--- config.mk ---
export PLATFORM = sky130hd
export DESIGN_NAME = obb_mul_reg
export DESIGN_NICKNAME = d
export VERILOG_FILES = /design/src/design/obb_pkg.sv /design/src/design/obb_mul_reg.sv
export SDC_FILE = /design/constraint.sdc
export NUM_CORES = 1
export LEC_CHECK = 0
export BUFFER_PORTS_ARGS = -buffer_cell sky130_fd_sc_hd__buf_4
export CORE_AREA = 2 2 132 263
export CTS_CLUSTER_DIAMETER = 50
export DETAILED_ROUTE_END_ITERATION = 7
export DIE_AREA = 0 0 134 265
export PLACE_DENSITY = 0.87
export SLEW_MARGIN = 20
export SYNTH_ARGS = -nofsm -noshare
export SYNTH_HDL_FRONTEND = slang
export SYNTH_SLANG_ARGS = --single-unit
--- constraint.sdc ---
create_clock -name clk -period 14.9 [get_ports clk]
set_clock_uncertainty 0.1 [all_clocks]
set_input_delay 2.98 -clock clk [delete_from_list [all_inputs] [get_ports clk]]
set_output_delay 2.98 -clock clk [all_outputs]
set_load 0.01 [all_outputs]
--- src/design/obb_pkg.sv ---
// Shared widths, types and fixed-point helpers for the box overlap pipeline.
package obb_pkg;

  localparam int COORD_WIDTH    = 32;
  localparam int AXIS_FRAC_BITS = 14;

  localparam int AXIS_W   = AXIS_FRAC_BITS + 2;
  localparam int SIZE_W   = COORD_WIDTH - 1;
  localparam int HALF_W   = COORD_WIDTH - 2;
  // centre offset needs one bit more than a coordinate
  localparam int OP_W     = COORD_WIDTH + 1;
  localparam int PROD_W   = OP_W + AXIS_W;
  localparam int TR_W     = PROD_W - AXIS_FRAC_BITS;
  localparam int DOT_W    = TR_W + 1;
  localparam int LIM_W    = TR_W + 2;
  localparam int NUM_AXES = 4;

  // axes 1 and 3 are local y axes (-sin, cos): x term enters negated
  localparam logic [NUM_AXES-1:0] AXIS_NEG_X = 4'b1010;

  typedef logic signed [COORD_WIDTH-1:0] coord_t;
  typedef logic signed [AXIS_W-1:0]      axis_t;
  typedef logic        [SIZE_W-1:0]      size_t;
  typedef logic        [HALF_W-1:0]      half_t;
  typedef logic signed [OP_W-1:0]        op_t;
  typedef logic signed [PROD_W-1:0]      prod_t;
  typedef logic signed [TR_W-1:0]        tr_t;
  typedef logic signed [DOT_W-1:0]       dot_t;
  typedef logic        [TR_W-1:0]        mag_t;
  typedef logic        [LIM_W-1:0]       lim_t;

  // drop the axis fraction bits, rounding toward zero
  function automatic tr_t trunc_q(input prod_t p);
    prod_t bias;
    prod_t adj;
    bias = '0;
    bias[AXIS_FRAC_BITS-1:0] = {AXIS_FRAC_BITS{p[PROD_W-1]}};
    adj = p + bias;
    return adj[PROD_W-1:AXIS_FRAC_BITS];
  endfunction

  // |(+/-x) + y|
  function automatic mag_t dot_abs(input tr_t x, input tr_t y, input logic neg_x);
    dot_t xe;
    dot_t ye;
    dot_t d;
    xe = dot_t'(x);
    ye = dot_t'(y);
    d  = neg_x ? ye - xe : ye + xe;
    return d[DOT_W-1] ? mag_t'(-d) : mag_t'(d);
  endfunction

endpackage

--- src/design/obb_mul_reg.sv ---
// Signed coordinate-by-axis multiplier with registered full product.
module obb_mul_reg (
  input  logic          clk,
  input  logic          en,
  input  obb_pkg::op_t   a,
  input  obb_pkg::axis_t b,
  output obb_pkg::prod_t p
);
  import obb_pkg::*;

  always_ff @(posedge clk) begin
    if (en) begin
      p <= prod_t'(a) * prod_t'(b);
    end
  end

endmodule

After elaboration in Yosys (flattened, before gate mapping)
Cells that the tools add are included.
{"block": "classes", "n_mul": 1}
{"cell": "$mul A33 B16 Y49", "n": 1}
{"block": "word_totals", "out_inout_bits": 49, "inputBits": 51, "elab_cells": 2, "register_bits": 49}

Depth between registers and ports, before layout
{"block": "logic_depth", "depth_word": 1, "depth_mapped": 25}

Least setup slack after synthesis
OpenSTA, ideal clock, no wires.
{"block": "synth_path", "path_kind": "input -> register", "from": "in a[32]", "to": "reg p[46] (data pin)", "cell_stages": 18, "path_buffers": 2, "arrival_time_ps": 8463, "setup_slack_ps": 6157, "path_cell_list": "clkbuf_1 -> nand2_1 -> fa_1 -> inv_1 -> fa_1 -> fa_1 -> fa_1 -> fa_1 -> fa_1 -> ha_1 -> clkbuf_1 -> a21o_1 -> a21o_1 -> a21o_1 -> a21oi_1 -> o21bai_1 -> or4_1 -> o311ai_1"}
{"block": "synth_via", "elab_chain_len": 1}
{"element": "start: declaration", "line": "obb_mul_reg.sv:5", "rtl": "input obb_pkg::op_t a,"}
{"element": "$mul A33 B16 Y49", "line": "obb_mul_reg.sv:13", "rtl": "p <= prod_t'(a) * prod_t'(b);"}
{"element": "end signal: assignment", "line": "obb_mul_reg.sv:13"}
{"element": "end: declaration", "line": "obb_mul_reg.sv:7", "rtl": "output obb_pkg::prod_t p"}
Every way passes these cells.
A chain may end at the register's enable or synchronous reset.

Worst setup path after layout
{"block": "layout_path", "from": "in b[1]", "to": "reg p[48] (data pin)"}
{"block": "layout_via", "elab_chain_len": 1}
{"element": "start: declaration", "line": "obb_mul_reg.sv:6", "rtl": "input obb_pkg::axis_t b,"}
{"element": "$mul A33 B16 Y49", "line": "obb_mul_reg.sv:13"}
Every way passes these cells.

==> results summary <==
The flow ran to the end, and the final reports show no timing, DRC or antenna violations. The maximum fanout count along the critical path is 33. The worst-case hold path end point is p[0].

The most used flip-flop cell after synthesis is sky130_fd_sc_hd__edfxtp_1. The startpoint identified for the worst hold timing path is a[0]. Counting flops and latches in the post-synthesis netlist gives 49. The cell area that synthesis handed to floorplanning was 19900 um^2. The clock transition at the register clock pins on the worst setup and hold paths after CTS is ~0.090 ns.

At the pin with the least slew margin, the transition time is 0.797 ns. More flip-flops sit in one register than any other, and that register is p. The placeable core region is 33400 um^2. In the layout the commonest cells are sky130_fd_sc_hd__inv_1, sky130_fd_sc_hd__fa_1, sky130_fd_sc_hd__nand2_1.

Sequential cells were found to cover 7.40% of the synthesized design area. In the final layout, the registers with the most flip-flops are p (49). After floorplanning, the core was divided into 95 placement rows. The worst hold-check path type is in2reg. After layout, the minimum clock period comes to 9.72 ns. STA classifies the critical path startpoint as an input pin. Setup repair after global routing left no endpoint under its margin. The number of violations reported at the end of detailed-routing iteration 0 is around 1100.

The number of optimization iterations in the first detailed-route pass is 6. The total wire length after detailed routing came out at 58300 um. The cell sitting at the root of the clock tree is a sky130_fd_sc_hd__clkbuf_16. The total overflow reported by the global router is 0. The die covers between 30000 and 40000 um^2.

The count of unresolved DRC violations after routing is 0. Dividing the final minimum period by the clock period gives 65.2%. The final hold violation count is 0. The arrival time reported for the critical path endpoint came out at approximately 9.7 ns.

In this run the remaining antenna-violating nets after routing total 0. The maximum clock rate came out at just over 0.1 GHz. The number of distinct standard cells referenced by the synthesized netlist came out at 53. Routability-driven placement finished with a final weighted congestion of 0.968. The number of antenna violations at the first check in global routing came to 1. The routing usage on met2 came out at 60.2%. For this run, the number of Yosys warnings is 0. The library cell used most frequently in the layout, excluding fill and tap cells, is sky130_fd_sc_hd__inv_1. Entering global routing, the biggest net connects 50 pins. In this run the deepest clock path goes through 2 buffers. The post-synthesis average cell area came out at 9.19 um^2. TritonCTS built the clock tree. The initial utilization of the core area, before any placement, comes to about 60%. The global-route wire length before repair came out at 93700 um.

The deepest level of the CTS H-tree came out at 2. The wire length per cell came out at around 22 um. The max-cap check violation count is 0. The number of clock sinks is between 40 and 50.

Detailed routing inserted a total of between 15000 and 20000 vias. The global routing usage on met1 is 30.7%. From left edge to right edge, the die measures 134 um. During placement, the flow inserted port buffers numbering 99. The number of cells traversed by the worst hold path is 2. The number of flip-flops under the largest register name is 49. Counting every net in the synthesized netlist gives 2832. Relative to the synthesized area, the layout overhead comes to 5.59%.

The critical path capture point type is a flop. The post-CTS setup-driven buffer insertion count came out at 0. The via count of the first global-routing pass is about 18000. The die height came out at 265 um.

Counting flops with a built-in enable in the synthesized netlist gives 49. The final-stage net count is 2850. For this run, the total global-route usage over all layers was measured as 35.6%. Post-CTS repair changed the size of 0 cells. The number of vias per cell is between 5 and 6. The worst endpoint required time came out at 14.86 ns.

The post-detailed-placement half-perimeter wirelength came out at 46300 um. The total clock buffers created by CTS is 5. The max-slew violation total from the final report was 0. The aggregate negative setup slack came out at 0 ns. Counting flops with an async set or reset pin after synthesis yields a share of 0%. The number of ports placed on the die boundary came out at 100. The layout cell share with drive strength beyond 1 is 5.63%. The synthesized instance count is 2165. The kind of critical path is in2reg. The final setup violation count came out at 0. The worst pin sits at a relative slew slack of 46.3%. The hold buffer count at cts came out at 0. After global routing, the most crowded layer is met2. For met3 alone, demand over resource in global routing was 11.2%.
worst max path at each step:
stage | start | endpoint | slack (ns) | depth (start not counted)
final | b[1] | p[48] | 5.18 | 22
after global routing | b[1] | p[48] | 4.95 | 22
after CTS | b[1] | p[48] | 5.40 | 22
after detailed placement | b[1] | p[48] | 5.06 | 22
after global placement | b[1] | p[48] | 5.18 | 22
after floorplan | a[32] | p[46] | 6.16 | 18
cell type report:
type                            count  area [um^2]
Clock buffer                        5          125
Sequential cell                    49         1470
Timing Repair Buffer               99          743
Clock inverter                      3         26.3
Multi-Input combinational cell   1457        16000
Inverter                          571         2140
Tap cell                          436          546
Antenna cell                        1         2.50
Fill cell                        2607        12400
kinds of logic (layout without fill, tap and decap cells):
kind of cell,count (synthesis),in the layout,share of synthesized area [%]
buffers and inverters,659,678,12.4
and+or+nand+nor,647,647,15.6
adders and majority gates,616,616,57.6
AOI/OAI and AO/OA,144,144,4.77
DFF,49,49,7.40
xor gates and xnor gates,47,47,2.07
muxes,3,3,0.164
other,0,1,0
metal layers:
layer,vias up,share of wire (%),routed length (um)
li1,6307,-,-
met1,7792,26,15200
met2,976,50,29300
met3,482,9.1,5300
met4,0,14,8450
met5,-,0,0
synth_stat cells, types with 4 or more instances:
cell / count / area (um^2)
sky130_fd_sc_hd__a21oi_1: 51 / 255
sky130_fd_sc_hd__xor2_1: 10 / 87.6
sky130_fd_sc_hd__clkbuf_1: 85 / 319
sky130_fd_sc_hd__and2_1: 209 / 1310
sky130_fd_sc_hd__xnor2_1: 37 / 324
sky130_fd_sc_hd__edfxtp_1: 49 / 1470
sky130_fd_sc_hd__o211ai_1: 8 / 60.1
sky130_fd_sc_hd__nor3_1: 11 / 55.1
sky130_fd_sc_hd__inv_1: 570 / 2140
sky130_fd_sc_hd__a211oi_1: 4 / 30.0
sky130_fd_sc_hd__nor2_1: 49 / 184
sky130_fd_sc_hd__nand3_1: 11 / 55.1
sky130_fd_sc_hd__nand2_1: 332 / 1250
sky130_fd_sc_hd__a21o_1: 21 / 158
sky130_fd_sc_hd__o21ai_0: 22 / 110
sky130_fd_sc_hd__fa_1: 500 / 10000
sky130_fd_sc_hd__nand2b_1: 15 / 93.8
sky130_fd_sc_hd__ha_1: 116 / 1450
sky130_fd_sc_hd__a31oi_1: 5 / 31.3
sky130_fd_sc_hd__o21bai_1: 6 / 45.0
worst max-delay path, cell delays in order:
cell,delay [ns]
sky130_fd_sc_hd__buf_4,0.39
sky130_fd_sc_hd__nand2_1,0.15
sky130_fd_sc_hd__fa_1,0.56
sky130_fd_sc_hd__inv_1,0.06
sky130_fd_sc_hd__fa_1,0.54
sky130_fd_sc_hd__inv_1,0.06
sky130_fd_sc_hd__fa_1,0.50
sky130_fd_sc_hd__inv_1,0.06
sky130_fd_sc_hd__fa_1,0.53
sky130_fd_sc_hd__fa_1,0.51
sky130_fd_sc_hd__inv_1,0.05
sky130_fd_sc_hd__fa_1,0.47
sky130_fd_sc_hd__inv_1,0.04
sky130_fd_sc_hd__ha_1,0.40
sky130_fd_sc_hd__nand2_1,0.21
sky130_fd_sc_hd__nor3_1,0.35
sky130_fd_sc_hd__nand3b_1,0.22
sky130_fd_sc_hd__a21oi_1,0.48
sky130_fd_sc_hd__nor3_1,0.22
sky130_fd_sc_hd__o211ai_1,0.45
sky130_fd_sc_hd__o221ai_1,0.23
sky130_fd_sc_hd__xnor2_1,0.19
per-stage QoR:
stage | hold slack, ns | util, % | std cells | setup slack (ns) | instance area [um^2]
2_1_floorplan | 2.99 | - | 2165 | 6.16 | 19900
3_3_place_gp | 3.29 | 62.4 | 2612 | 5.18 | 20900
3_5_place_dp | 3.29 | 62.4 | 2612 | 5.06 | 20900
4_1_cts | 3.01 | 62.9 | 2620 | 5.40 | 21000
5_1_grt | 3.04 | 62.9 | 2620 | 4.95 | 21000
6_report | 3.01 | 62.9 | 2621 | 5.18 | 21000
Power is left out: the tool's default activity adds up to more than one toggle a clock period on the data nets, which glitch-free logic cannot reach.
